[config.mk]
export PLATFORM = sky130hd
export DESIGN_NAME = fbfl_ram
export DESIGN_NICKNAME = d
export VERILOG_FILES = /design/src/design/fbfl_ram.sv
export SDC_FILE = /design/constraint.sdc
export NUM_CORES = 1
export LEC_CHECK = 0
export BUFFER_PORTS_ARGS = -buffer_cell sky130_fd_sc_hd__buf_4
export CAP_MARGIN = 25
export CORE_UTILIZATION = 46
export CTS_CLUSTER_DIAMETER = 60
export DETAILED_ROUTE_END_ITERATION = 8
export PLACE_DENSITY = 0.65
export SYNTH_ARGS = -nofsm -noshare
export SYNTH_HDL_FRONTEND = slang
export SYNTH_SLANG_ARGS = --single-unit
export TNS_END_PERCENT = 30
[constraint.sdc]
create_clock -name clk -period 4.2 [get_ports clk]
set_clock_uncertainty 0.15 [all_clocks]
set_input_delay 1.05 -clock clk [delete_from_list [all_inputs] [get_ports clk]]
set_output_delay 1.05 -clock clk [all_outputs]
set_load 0.05 [all_outputs]
[src/design/fbfl_ram.sv]
// fbfl_ram: generic simple dual port ram, one write and one registered read port
// no dependencies
`timescale 1ns / 1ps
`default_nettype none

module fbfl_ram #(
	parameter int unsigned WIDTH = 8,
	parameter int unsigned DEPTH = 16
) (
	input  wire logic                     clk,
	input  wire logic                     we,
	input  wire logic [$clog2(DEPTH)-1:0] waddr,
	input  wire logic [WIDTH-1:0]         wdata,
	input  wire logic [$clog2(DEPTH)-1:0] raddr,
	output logic      [WIDTH-1:0]         rdata
);

	logic [WIDTH-1:0] mem_q [DEPTH];

	always_ff @(posedge clk) begin
		if (we) begin
			mem_q[waddr] <= wdata;
		end
		rdata <= mem_q[raddr];
	end

endmodule

`default_nettype wire

After elaboration in Yosys (flattened, before gate mapping):

Memory sizes are Yosys's and may differ from the RTL's. A register that Yosys moved wholly into a read port is not among the register bits.
Cells that the tools add are included.

* output and inout port bits: 8
* bits in writable memories: 128
* memories: 1
* register bits: 0
* input bits: 18
* word-level logic and storage cells: 3

* muxes and demuxes: 2

Memory list
* mem_q: depth 16, width 8, read ports 1, clocked after memory_dff 1, write ports 1, line 18 `logic [WIDTH-1:0] mem_q [DEPTH];`

Operators with widths (count)
* 2-to-1 mux 1 bit: 2

Depth between registers and ports, before layout:

* word-level depth: 2
* gate-level depth with buffers: 5
* depth with buffers taken out: 3

Least setup slack after synthesis:

OpenSTA, ideal clock, no wires.

* kind: input to register
* start: in waddr[2]
* end: mem mem_q[0][0], enable pin
* path slack: 1.507 ns
* stages: 2
* buffers on the path: 0
* arrival: 2.160 ns
* library setup time: 0.383 ns
* data required time: 3.667 ns
* cell sequence: or3b_2 -> nor3_1

RTL lines
* from (decl): line 12 `input wire logic [$clog2(DEPTH)-1:0] waddr,`
* to (decl): line 18

Straight into the memory's write port.

Final worst setup path:

* start: in waddr[2]
* end: mem mem_q[2][3], enable pin

Straight into the memory's write port.

==> results.yml <==
run_status:
  status: "finished clean"
critical_path:
  start_kind: "input pin"
  regToRegSetupSlack_ns: 2.70
  crit_type: "input pin to flip-flop"
  crit_start: "waddr[2]"
  worstSetupEndpointType: "flip-flop"
  cp.required_ns: 4.19
  rr_startpoint: "mem_q[10][3]$_DFFE_PP_"
  cp.arrival_ns: 2.39
  critPathMaxFanout: 8
floorplan:
  core_sq_um: 10890
  fp.dieW_um: 107.8
  initial_core_util: 0.4728
  fp.dieH_um: 107.8
  die-area_sq_um: 11620
  io_pins: 26
  fp-row-count: 38
synthesis:
  synthSimpleGateAreaFrac: 0.03184
  synthAdderAreaFrac: 0
  ys_ff_latch: 136
  netlist_area_sq_um: 5147
  syn_avg_cell_area_sq_um: 22.48
  synth.area.mux_share: 0.1502
  netlist_instances: 229
  ys_warn_count: 0
  synth_top_family_by_area: "multiplexers"
  yosysSeqAreaShare: 0.7778
  synth_compound_area_frac: 0.02333
  synthXorXnorAreaFrac: 0
  synth.distinct_cells: 19
  synth_nets: 247
  synth_top_area_cell: "edfxtp_1"
  yosys.area.top_type_share: 0.7467
  synth.area.top_cells: "edfxtp_1 75%, mux4_2 7.9%, mux4_1 7.1%"
timing:
  setup_ws_ns: 1.805
  maxSlewHeadroom: 0.3381
  finalCritPeriodShare: 0.5701
  max_slew.worst_pin.slew_ns: 0.9892
  setup_violations: 0
  fmax_mhz: 417.6
  rsz0062_at_grt: "no"
  min_period_ns: 2.395
  finalHoldViolCount: 0
  fin_setup_tns_ns: 0
  hold_ws_ns: 0.5239
  slew_violations: 0
clocking:
  clkLatencyLatePin_ns: 0.52
  clock-sinks: 136
  cts_root_buf: "clkbuf_8"
  cts_tree: "done"
  cts_buffer_depth: 2
  post_cts_buffers: 0
  cts_resized: 0
  htreeDepth: 4
  numCtsBuffers: 17
  hold_buffers: 0
  path_clk_slew_ns: 0.06
drt:
  dr_total_vias: 2385
  post_drt_wl_per_cell_um: 22.76
  drtAntennaViolNets: 0
  first_pass_iters: 4
  vias_per_cell: 5.665
  wl_um: 9584
  drcViolationCount: 0
  drt_iter0_drc: 184
final_layout:
  most-common-layout-cells: "128 x edfxtp_1, 30 x buf_4, 18 x mux4_2"
  drive_gt1_frac: 0.2811
  area_growth_pct: 17.74
  final_common_cell: "edfxtp_1"
  antenna_cells: 0
  layout.nets: 286
placement:
  io_buffers: 25
  preCtsSetupSlack_ns: 1.231
  dp_hpwl_um: 5790
  place.gp.congestion: 0.7480
global_routing:
  grt_start_max_net_pins: 33
  grtUsageMet2: 0.2798
  grtUsageMet3: 0.05145
  globalRoute.totalOverflow: 0
  grt_pass1_vias: 2459
  grt_util_all_layers: 0.1899
  antenna_found_initial: 0
  use_met1: 0.2687
  busiest_layer: "met2"
  grt_first_pass_wirelength_um: 14670
worst_hold_path:
  min_path_type: "flip-flop to flip-flop"
  min_from: "mem_q[8][1]$_DFFE_PP_"
power_and_ir_drop:
  leakage_nw: 2.021
  powerDensity_nw_per_um2: 524.9
  ir_worst_vdd_uv: 293.9
  power_mw: 3.181
flow_run:
  maxCapViolations: 0
## stage by stage
step	instances	utilization	cell area, sq um
after global placement	388	0.5009	5454
after detailed placement	389	0.5016	5461
after floorplan	229	-	5147
after CTS	421	0.5567	6061
after global routing	421	0.5567	6061
final	421	0.5567	6061
## worst max-delay path: stages
cell and delay (ns):
buf_4 0.12, or3b_2 0.50, nor2_1 0.71
## kinds of logic (layout without fill, tap and decap cells)
group                  after synthesis  count (layout)
DFF                                136             136
and+or+nand+nor                     35              35
muxes                               32              32
AOI/OAI and AO/OA                   16              16
buffers and inverters               10              62
## synth_stat cells, drive strengths merged
cell,number
and2,1
clkdlybuf4s25,3
buf,7
nand2b,2
nor3,4
nand3b,2
nand3,1
and2b,1
edfxtp,128
or3b,1
nand2,9
nor2,13
mux4,32
nor2b,1
a22oi,16
dfxtp,8
## flip-flops by register name (all words and copies together) (netlist names)
signal and count:
mem_q 128, rdata 8
## final timing paths
kind | cells after the start | to
max | 3 | mem_q[2][3]$_DFFE_PP_
min | 3 | rdata[1]$_DFF_P_
max reg2reg | 3 | rdata[3]$_DFF_P_
min reg2reg | 3 | rdata[1]$_DFF_P_
## report_power, final
| group | switching, mW | internal [mW] |
|---|---|---|
| sequential | 0.00902 | 1.52 |
| clock | 0.528 | 0.955 |
| combinational | 0.107 | 0.0648 |
## cell type report
type	instances	area [sq um]
Tap cell	140	175.2
Clock inverter	14	181.4
Clock buffer	18	417.9
Timing Repair Buffer	30	225.2
Multi-Input combinational cell	83	1057
Sequential cell	136	4004
Fill cell	801	4827
## routing by layer
metal / vias up / part of all wire
li1: 1060 / -
met1: 1246 / 0.45
met2: 66 / 0.48
met3: 13 / 0.048
met4: 0 / 0.017
met5: - / 0
Power figures use the tool's default switching activity.
