<file path="src/design/fbfl_pkg.sv">
// fbfl_pkg: shared types and constants of the fixed block free list allocator
// no dependencies; imported by the divider, top level and checker
`timescale 1ns / 1ps
`default_nettype none

package fbfl_pkg;

	// field and register widths
	localparam int unsigned ADDR_W     = 32;
	localparam int unsigned REQ_W      = 16;
	localparam int unsigned CSIZE_W    = 13;
	localparam int unsigned TOTAL_W    = 11;
	localparam int unsigned SIZE_W     = 14;
	localparam int unsigned STAT_W     = 3;
	localparam int unsigned CFG_IDX_W  = 2;
	localparam int unsigned CFG_DATA_W = 32;

	// chunk size rounding
	localparam logic [SIZE_W-1:0] ALIGN_ADD  = SIZE_W'(3);
	localparam logic [SIZE_W-1:0] ALIGN_MASK = ~SIZE_W'(3);
	localparam logic [SIZE_W-1:0] MIN_CHUNK  = SIZE_W'(8);

	// configuration reset values
	localparam logic [CSIZE_W-1:0] CSIZE_RST = CSIZE_W'(36);
	localparam logic [TOTAL_W-1:0] TOTAL_RST = TOTAL_W'(10);
	localparam logic [ADDR_W-1:0]  BASE_RST  = '0;

	// configuration register indexes
	localparam logic [CFG_IDX_W-1:0] CFG_CHUNK_SIZE = 2'd0;
	localparam logic [CFG_IDX_W-1:0] CFG_TOTAL      = 2'd1;
	localparam logic [CFG_IDX_W-1:0] CFG_BASE       = 2'd2;

	typedef enum logic [STAT_W-1:0] {
		STS_ALLOCATED  = 3'd0,
		STS_TOO_LARGE  = 3'd1,
		STS_EXHAUSTED  = 3'd2,
		STS_FREED      = 3'd3,
		STS_NULL       = 3'd4,
		STS_OUT_RANGE  = 3'd5,
		STS_MISALIGNED = 3'd6
	} status_t;

	typedef enum logic [2:0] {
		ST_CLEAR,
		ST_IDLE,
		ST_DECODE,
		ST_ALLOC,
		ST_RANGE,
		ST_DIV,
		ST_DONE
	} state_t;

	// divider handshake
	typedef struct packed {
		logic busy;
		logic done;
	} div_sts_t;

endpackage

`default_nettype wire

</file>
<file path="src/design/fbfl_div.sv">
// fbfl_div: iterative restoring divider, one quotient bit per cycle
// depends on fbfl_pkg for the status struct
`timescale 1ns / 1ps
`default_nettype none

module fbfl_div #(
	parameter int unsigned DW = 32,
	parameter int unsigned VW = 14
) (
	input  wire logic               clk,
	input  wire logic               arst_n,
	input  wire logic               start,
	input  wire logic [DW-1:0]      dividend,
	input  wire logic [VW-1:0]      divisor,
	output fbfl_pkg::div_sts_t      sts,
	output logic      [DW-1:0]      quotient,
	output logic      [VW-1:0]      remainder
);

	import fbfl_pkg::*;

	localparam int unsigned CNT_W = $clog2(DW);

	logic [DW-1:0]    dvd_q;
	logic [VW-1:0]    rem_q;
	logic [VW-1:0]    dvs_q;
	logic [CNT_W-1:0] cnt_q;
	logic             busy_q;
	logic             done_q;
	logic [VW:0]      shifted;
	logic [VW:0]      diff;

	assign shifted = {rem_q, dvd_q[DW-1]};
	assign diff    = shifted - {1'b0, dvs_q};

	always_ff @(posedge clk or negedge arst_n) begin
		if (!arst_n) begin
			busy_q <= 1'b0;
			done_q <= 1'b0;
			cnt_q  <= '0;
		end else begin
			done_q <= 1'b0;
			if (start) begin
				busy_q <= 1'b1;
				cnt_q  <= '0;
			end else if (busy_q) begin
				cnt_q <= cnt_q + CNT_W'(1);
				if (cnt_q == CNT_W'(DW - 1)) begin
					busy_q <= 1'b0;
					done_q <= 1'b1;
				end
			end
		end
	end

	always_ff @(posedge clk) begin
		if (start) begin
			dvd_q <= dividend;
			rem_q <= '0;
			dvs_q <= divisor;
		end else if (busy_q) begin
			// no borrow: subtract and shift in a one
			if (!diff[VW]) begin
				rem_q <= diff[VW-1:0];
				dvd_q <= {dvd_q[DW-2:0], 1'b1};
			end else begin
				rem_q <= shifted[VW-1:0];
				dvd_q <= {dvd_q[DW-2:0], 1'b0};
			end
		end
	end

	assign sts.busy  = busy_q;
	assign sts.done  = done_q;
	assign quotient  = dvd_q;
	assign remainder = rem_q;

endmodule

`default_nettype wire

</file>
<file path="config.mk">
export PLATFORM = sky130hd
export DESIGN_NAME = fbfl_div
export DESIGN_NICKNAME = d
export VERILOG_FILES = /design/src/design/fbfl_pkg.sv /design/src/design/fbfl_div.sv
export SDC_FILE = /design/constraint.sdc
export NUM_CORES = 1
export LEC_CHECK = 0
export BUFFER_PORTS_ARGS = -buffer_cell sky130_fd_sc_hd__buf_2
export CAP_MARGIN = 40
export CORE_ASPECT_RATIO = 0.5
export CORE_MARGIN = 1.5
export CORE_UTILIZATION = 56
export DETAILED_ROUTE_END_ITERATION = 8
export PLACE_DENSITY_LB_ADDON = 0.15
export SLEW_MARGIN = 20
export SYNTH_ARGS = -nofsm -noshare
export SYNTH_HDL_FRONTEND = slang
export SYNTH_SLANG_ARGS = --single-unit
</file>
<file path="constraint.sdc">
create_clock -name clk -period 5.75 [get_ports clk]
set_input_delay 0.8625 -clock clk [delete_from_list [all_inputs] [get_ports clk]]
set_output_delay 0.8625 -clock clk [all_outputs]
set_load 0.005 [all_outputs]
</file>
# --- Word level (Yosys, flattened, before mapping) ---
# Cells that the tools add are included.
op_classes:
  n_addsub: 2
  n_eq_ne: 1
  n_mux: 12
  n_reduce_logical: 1
op_table:
  columns: ["cell", "count"]
  rows:
  - ["32-bit two-way mux", 2]
  - ["15-bit by 14-bit subtractor with 15-bit output", 1]
  - ["14-bit two-way mux", 1]
  - ["5-bit two-way mux", 2]
  - ["1-bit two-way mux", 7]
  - ["5-bit by 1-bit adder with 5-bit output (second input constant)", 1]
  - ["5-bit == test (second input constant)", 1]
  - ["2-bit nonzero test", 1]
word_totals:
  reg_bits: 67
  inputBits: 49
  out_inout_bits: 48
  elab_cells: 22

# --- Logic depth before layout (Yosys ltp) ---
# Gate-level depths: netlist (run 1).
logic_depth:
  depth_word: 4
  depth_mapped: 11
  ltp_nobuf: 10

# --- Worst setup path before layout (run 1) ---
# OpenSTA, ideal clock, no wires.
synth_path:
  path_type: "reg-to-reg"
  startpoint: "register dvd_q[31] (netlist: quotient[31])"
  endpoint: "register rem_q[11] (netlist: remainder[11])"
  setup_time_ps: 88
  t_arrival_ps: 2274
  required_time_ps: 5662
  slack_ps: 3388
  stages_incl_launch_ff: 12
  path_buffers: 1
  period_less_slack_ps: 2362
  path_cell_list: "edfxtp_1 inv_1 ha_1 fa_1 nor2b_4 o31a_1 o2111ai_2 a21o_1 nand3_4 buf_12 o211ai_1 a311oi_2"
synth_via:
  elab_chain_cells: 2
synth_rtl:
  columns: ["item", "line", "text"]
  rows:
  - ["start: declaration", "fbfl_div.sv:24", "logic [DW-1:0] dvd_q;"]
  - ["start signal: assignment", "fbfl_div.sv:58", "dvd_q <= dividend;"]
  - ["start signal: assignment", "fbfl_div.sv:65", "dvd_q <= {dvd_q[DW-2:0], 1'b1};"]
  - ["start signal: assignment", "fbfl_div.sv:68", "dvd_q <= {dvd_q[DW-2:0], 1'b0};"]
  - ["15-bit by 14-bit subtractor with 15-bit output", "fbfl_div.sv:34", "assign diff = shifted - {1'b0, dvs_q};"]
  - ["14-bit two-way mux", "fbfl_div.sv:63", "if (!diff[VW]) begin"]
  - ["end signal: assignment", "fbfl_div.sv:64", "rem_q <= diff[VW-1:0];"]
  - ["end signal: assignment", "fbfl_div.sv:67", "rem_q <= shifted[VW-1:0];"]
  - ["end: declaration", "fbfl_div.sv:25", "logic [VW-1:0] rem_q;"]
# Every way passes these cells.
# A chain may end at the register's enable or synchronous reset.

# --- Worst setup path in the final report (run 1) ---
layout_path:
  startpoint: "register dvd_q[31] (netlist: quotient[31])"
  endpoint: "register rem_q[1] (netlist: remainder[1])"
# Same word-level chain as after synthesis.

==> flow_summary.ini, run 1 <==
[synthesis]
synth_fp_nets = 349
ys_seq_area_share_pct = 53.1
mappedNetlistArea_um2 = 3460
async_flop_share_pct = 10.4
yosysUniqueCellTypes = 48
synth-warning-count = 0
synth_edf_count = 46
yosys-top-cells-area = edfxtp_1, mux2_2, dfxtp_1
syn_area_per_cell_um2 = 12.2
synth_top_cell_area_share_pct = 39.9
syn_inst = 283
yosysTopAreaCell = edfxtp_1
ys_ff_latch = 67
synth_ff_type = edfxtp_1

[layout]
ff_latch_area_um2 = 1840
mostFrequentLayoutCells = buf_2, edfxtp_1, mux2_2, nor2_1, inv_1
fin_cells = 458
drive_gt1_share_pct = 39.0
final_common_cell = buf_2
area_delta_synth_final_pct = 23.5
diodes = 0
multi_input_area_um2 = 1490
fillCellCount = 387
fin_nets = 446

[timing]
hold_viol = 0
tns_ps = 0
rsz0062_at_grt = no
setup_ws_ps = 3070
period_needed_ps = 2680
tightest_slew_ps = 773
slew_headroom_pct = 48.5
holdWs_ps = 357
slew_viol_final = 0
setup_viol = 0
fmax_mhz = 373
period_share_pct = 46.6
finClkSkew_ps = 5.47

[worst_setup_path]
end_kind = flop
crit_type = reg -> reg
crit_path_start_kind = flop
critPathRequiredTime_ps = 5960
worstPathArrival_ps = 2890
crit_fanout = 15
rr_worst_depth = 10

[clock_network]
cts_resized = 0
hold_buffers = 0
clk-insertion-delay-late_ps = 330
clock-sinks = 67
clkSlewWorstSetupHoldPaths_ps = 50
root_buffer = clkbuf_16
cts.htree.levels = 3
post_cts_buffers = 0
cts_buffers = 9
cts_tree = built
cts_buffer_depth = 2

[power]
ir_drop_mv = 0.323
power_switching_w = 0.000632
p_comb_share_pct = 36.4
sw_frac_of_total_pct = 33.3
intPower_w = 0.00127
p_leak_nw = 1.95
p_per_area_nw_per_um2 = 444
p_clk_share_pct = 27.7
p_seq_share_pct = 35.8

[routing]
drt_iter0_drc = 110
drt_wl_total_um = 7180
wl_per_cell_um = 15.7
antenna_left = 0
drc = 0
avgViaCountPerCell = 5.45
first_pass_iters = 4
num_vias = 2498

[global_routing]
grt_max_degree = 69
grt_pass1_wl_um = 11400
grt_pass1_vias = 2354
antenna_found_initial = 0
grt_overflow = 0
grt_usage_pct = 23.1

[outcome]
status = complete, no violations

[die]
die_h_um = 58.6
die_area_um2 = 6690
coreArea_um2 = 5710
num_rows = 19
ioPinCount = 97
die_x_um = 114
start_util_pct = 60.7

[placed_design]
place_ws_ps = 2910
io_buffers = 96
hpwl_um = 5090
dp_cells = 442
routabilityCongestion = 0.829

[job]
drv_cap = 0

[hold_path]
hold_path.class = in -> async
[logic make-up after synthesis]
| group | after synthesis | share of synthesized area (%) |
|---|---|---|
| muxes | 41 | 13.0 |
| AOI/OAI and AO/OA | 53 | 11.0 |
| DFF | 67 | 53.1 |
| and+or+nand+nor | 62 | 9.50 |
| buffers and inverters | 31 | 4.05 |
| xor gates and xnor gates | 12 | 3.04 |
| adders and majority gates | 17 | 6.36 |
[final timing paths]
path                                      startpoint  slack [ps]                         to
hold / removal                                arst_n         360       cnt_q[4]$_DFFE_PN0P_
setup / recovery              quotient[31]$_DFFE_PP_        3070  remainder[1]$_SDFFE_PP0P_
setup reg to reg              quotient[31]$_DFFE_PP_        3070  remainder[1]$_SDFFE_PP0P_
min in group clk           remainder[8]$_SDFFE_PP0P_         520  remainder[8]$_SDFFE_PP0P_
max in group asynchronous                     arst_n        5240       cnt_q[1]$_DFFE_PN0P_
hold reg to reg            remainder[8]$_SDFFE_PP0P_         520  remainder[8]$_SDFFE_PP0P_
[layout make-up]
type                    count  area share, %
clock inverters             5           1.26
flip-flops and latches     67           42.9
clock buffers              11           5.44
well taps                  73           2.14
inverters                  19           1.67
multi-input cells         185           34.8
repair buffers             98           11.8
[stage by stage]
step | utilization, % | total power, W | area, µm²
after floorplan | - | 0.00120 | 3460
after detailed placement | 69.9 | 0.00137 | 3990
after global placement | 69.6 | 0.00134 | 3970
after CTS | 75.0 | 0.00190 | 4280
final | 75.0 | 0.00190 | 4280
after global routing | 75.0 | 0.00201 | 4280
[power groups by stage]
stage	registers (W)	logic [W]	clock network, W
2_1_floorplan	0.000674	0.000522	0
3_3_place_gp	0.000681	0.000661	0
3_5_place_dp	0.000685	0.000680	0
4_1_cts	0.000680	0.000690	0.000535
5_1_grt	0.000691	0.000767	0.000557
6_report	0.000680	0.000692	0.000527
[synth_stat cells, drive strengths merged, types with 7 or more instances]
library cell,count
mux2,31
nor2b,7
dfrtp,7
xnor2,7
nand2,11
a211oi,10
inv,18
mux2i,10
buf,7
nor2,23
ha,16
o21ai,11
edfxtp,46
a21oi,9
dfxtp,14
[registers in the layout (all words and copies together) (netlist names)]
name       flops
busy_q         1
cnt_q          5
done_q         1
dvs_q         14
quotient      32
remainder     14
[worst max-delay path: stages (launching register included)]
cell and delay (ps):
edfxtp_1 380, inv_1 60, ha_1 220, fa_1 450, nor2b_4 140, o31a_1 210
o2111ai_2 150, a21o_1 250, nand3_4 240, nor4_1 100, a311o_1 360
[routing by layer]
layer	wire [µm]	GRT usage [%]	vias to the layer above	part of all wire (%)
li1	-	-	1243	-
met1	3270	30.3	1149	46
met2	3330	37.7	102	46
met3	539	8.55	4	7.5
met4	38	4.46	0	0.53
met5	0	0	-	0
Note: power is estimated with default switching activity, not from simulation.
==> run 2: changes to the inputs <==
--- a/config.mk
+++ b/config.mk
@@ -9,7 +9,7 @@
 export CAP_MARGIN = 40
 export CORE_ASPECT_RATIO = 0.5
 export CORE_MARGIN = 1.5
-export CORE_UTILIZATION = 56
+export CORE_UTILIZATION = 47
 export DETAILED_ROUTE_END_ITERATION = 8
 export PLACE_DENSITY_LB_ADDON = 0.15
 export SLEW_MARGIN = 20
==> constraint.sdc (replaced) <==
create_clock -name clk -period 2.4 [get_ports clk]
set_input_delay 0.36 -clock clk [delete_from_list [all_inputs] [get_ports clk]]
set_output_delay 0.36 -clock clk [all_outputs]
set_load 0.005 [all_outputs]
==> flow_summary.ini, run 2 (synthesis gave the netlist of run 1 again) <==
[timing]
slew_headroom_pct = 72.4
setup_viol = 0
setup_ws_ps = 6.16
period_needed_ps = 2390
rsz0062_at_grt = yes
finClkSkew_ps = 5.22
period_share_pct = 99.7
hold_viol = 0
fmax_mhz = 418
slew_viol_final = 0
tightest_slew_ps = 412
holdWs_ps = 199

[power]
sw_frac_of_total_pct = 35.0
power_switching_w = 0.00167
intPower_w = 0.00311
p_seq_share_pct = 33.6
p_clk_share_pct = 25.4
p_comb_share_pct = 41.0
ir_drop_mv = 0.435
p_per_area_nw_per_um2 = 1060
p_leak_nw = 2.06

[worst_setup_path]
slowest_stage = fa_2
slowest_delay_ps = 370
cp_cell_sequence = inv_1, ha_2, fa_2, nor2b_4, o31a_1, o2111ai_2, buf_4, nand4_4, and3_2, nor4_1, a311o_1
critPathTopFamily = simple AND/OR/NAND/NOR gates
critPathRequiredTime_ps = 2610
critPathBufInv = 2
end_kind = flop
crit_fanout = 5
crit_type = reg -> reg
crit_path_start_kind = flop
worstPathArrival_ps = 2610

[die]
die_area_um2 = 7920
start_util_pct = 50.1
coreArea_um2 = 6910
die_h_um = 63.7
num_rows = 21
die_x_um = 124
ioPinCount = 97

[routing]
drc = 0
met3_length_um = 630
avgViaCountPerCell = 5.39
antenna_left = 0
first_pass_iters = 4
routed.top_layer = met4
met2_length_um = 3530
wl_per_cell_um = 15.9
drt_wl_total_um = 7870
drt_iter0_drc = 166
drt-met1-wl_um = 3580
num_vias = 2668

[clock_network]
cts_buffer_depth = 2
cts_buffers = 9
clkSlewWorstSetupHoldPaths_ps = 60
root_buffer = clkbuf_16
cts_tree = built
clock-sinks = 67
cts.htree.levels = 3
clk-insertion-delay-late_ps = 330

[layout]
ff_latch_area_um2 = 1840
multi_input_area_um2 = 1550
area_delta_synth_final_pct = 29.7
final_common_cell = buf_2
fin_area_um2 = 4490
fin_nets = 464
utilization_pct = 65.0
drive_gt1_share_pct = 43.4
mostFrequentLayoutCells = buf_2, edfxtp_1, mux2_2, nor2_1, inv_1
diodes = 0
fillCellCount = 578
largest_reg_flops = 32
fin_cells = 495

[global_routing]
grt_max_degree = 47
antenna_found_initial = 0
grt_pass1_wl_um = 12600
grt_pass1_vias = 2561
grt_overflow = 0
grt_usage_pct = 20.7

[outcome]
status = complete, no violations

[placed_design]
placed_cell_area_um2 = 4110
hpwl_um = 5480
routabilityCongestion = 0.846
dp_cells = 474
place_ws_ps = -90.3
io_buffers = 96

[hold_path]
hold_path.class = in -> reg

[job]
drv_cap = 0
==> run 2: changes by cell type in the layout (fill, tap and decap cells not counted), sizes merged <==
cell         delta
buf            +16
clkinvlp        -1
bufinv          -1
clkbuf          -2
clkinv          +2
inv             +2
nand3           +1
dlygate4sd3     +1
==> run 2: area by class of cell <==
cell class | instances | share of cell area (%)
clock inverter | 7 | 1.17
inverter | 19 | 1.59
tap | 92 | 2.56
multi-input combinational | 186 | 34.4
timing repair buffer | 115 | 14.3
clock buffer | 9 | 5.02
sequential | 67 | 40.9
==> run 2: final timing paths <==
path                       cells past startpoint  slack [ps]                 startpoint                   endpoint
min in group asynchronous                      2         390                     arst_n       cnt_q[1]$_DFFE_PN0P_
setup / recovery                              11           6     quotient[31]$_DFFE_PP_  remainder[1]$_SDFFE_PP0P_
setup reg to reg                              11           6     quotient[31]$_DFFE_PP_  remainder[1]$_SDFFE_PP0P_
max in group asynchronous                      2        1860                     arst_n       cnt_q[3]$_DFFE_PN0P_
hold / removal                                 1         200                divisor[12]        dvs_q[12]$_DFFE_PP_
hold reg to reg                                2         530  remainder[9]$_SDFFE_PP0P_  remainder[9]$_SDFFE_PP0P_
==> run 2: metal layers <==
metal | up-vias | track usage [%]
li1 | 1287 | -
met1 | 1260 | 26.5
met2 | 107 | 32.8
met3 | 14 | 7.39
met4 | 0 | 7.47
met5 | - | 0
==> run 2: timing repair <==
action                                  in CTS  in global routing
gates cloned                                 1                  0
endpoints found under the hold margin        7                  0
pin swaps                                    1                  8
endpoints found under the setup margin      13                 14
hold buffers                                 1                  0
buffers inserted                             0                  3
gates resized for setup                      3                 12
==> run 2: power groups by stage <==
stage | logic, W | clock network [W] | registers, W
after floorplan | 0.00125 | 0 | 0.00161
after global placement | 0.00174 | 0 | 0.00161
after detailed placement | 0.00177 | 0 | 0.00162
after CTS | 0.00184 | 0.00124 | 0.00160
after global routing | 0.00215 | 0.00130 | 0.00163
final | 0.00196 | 0.00121 | 0.00160
==> run 2: per-stage QoR <==
step,TNS [ps],total power [W]
floorplan,0,0.00287
detailed placement,-387,0.00339
global placement,-7.77,0.00335
CTS,-56.1,0.00468
global route,-577,0.00508
finish,0,0.00478
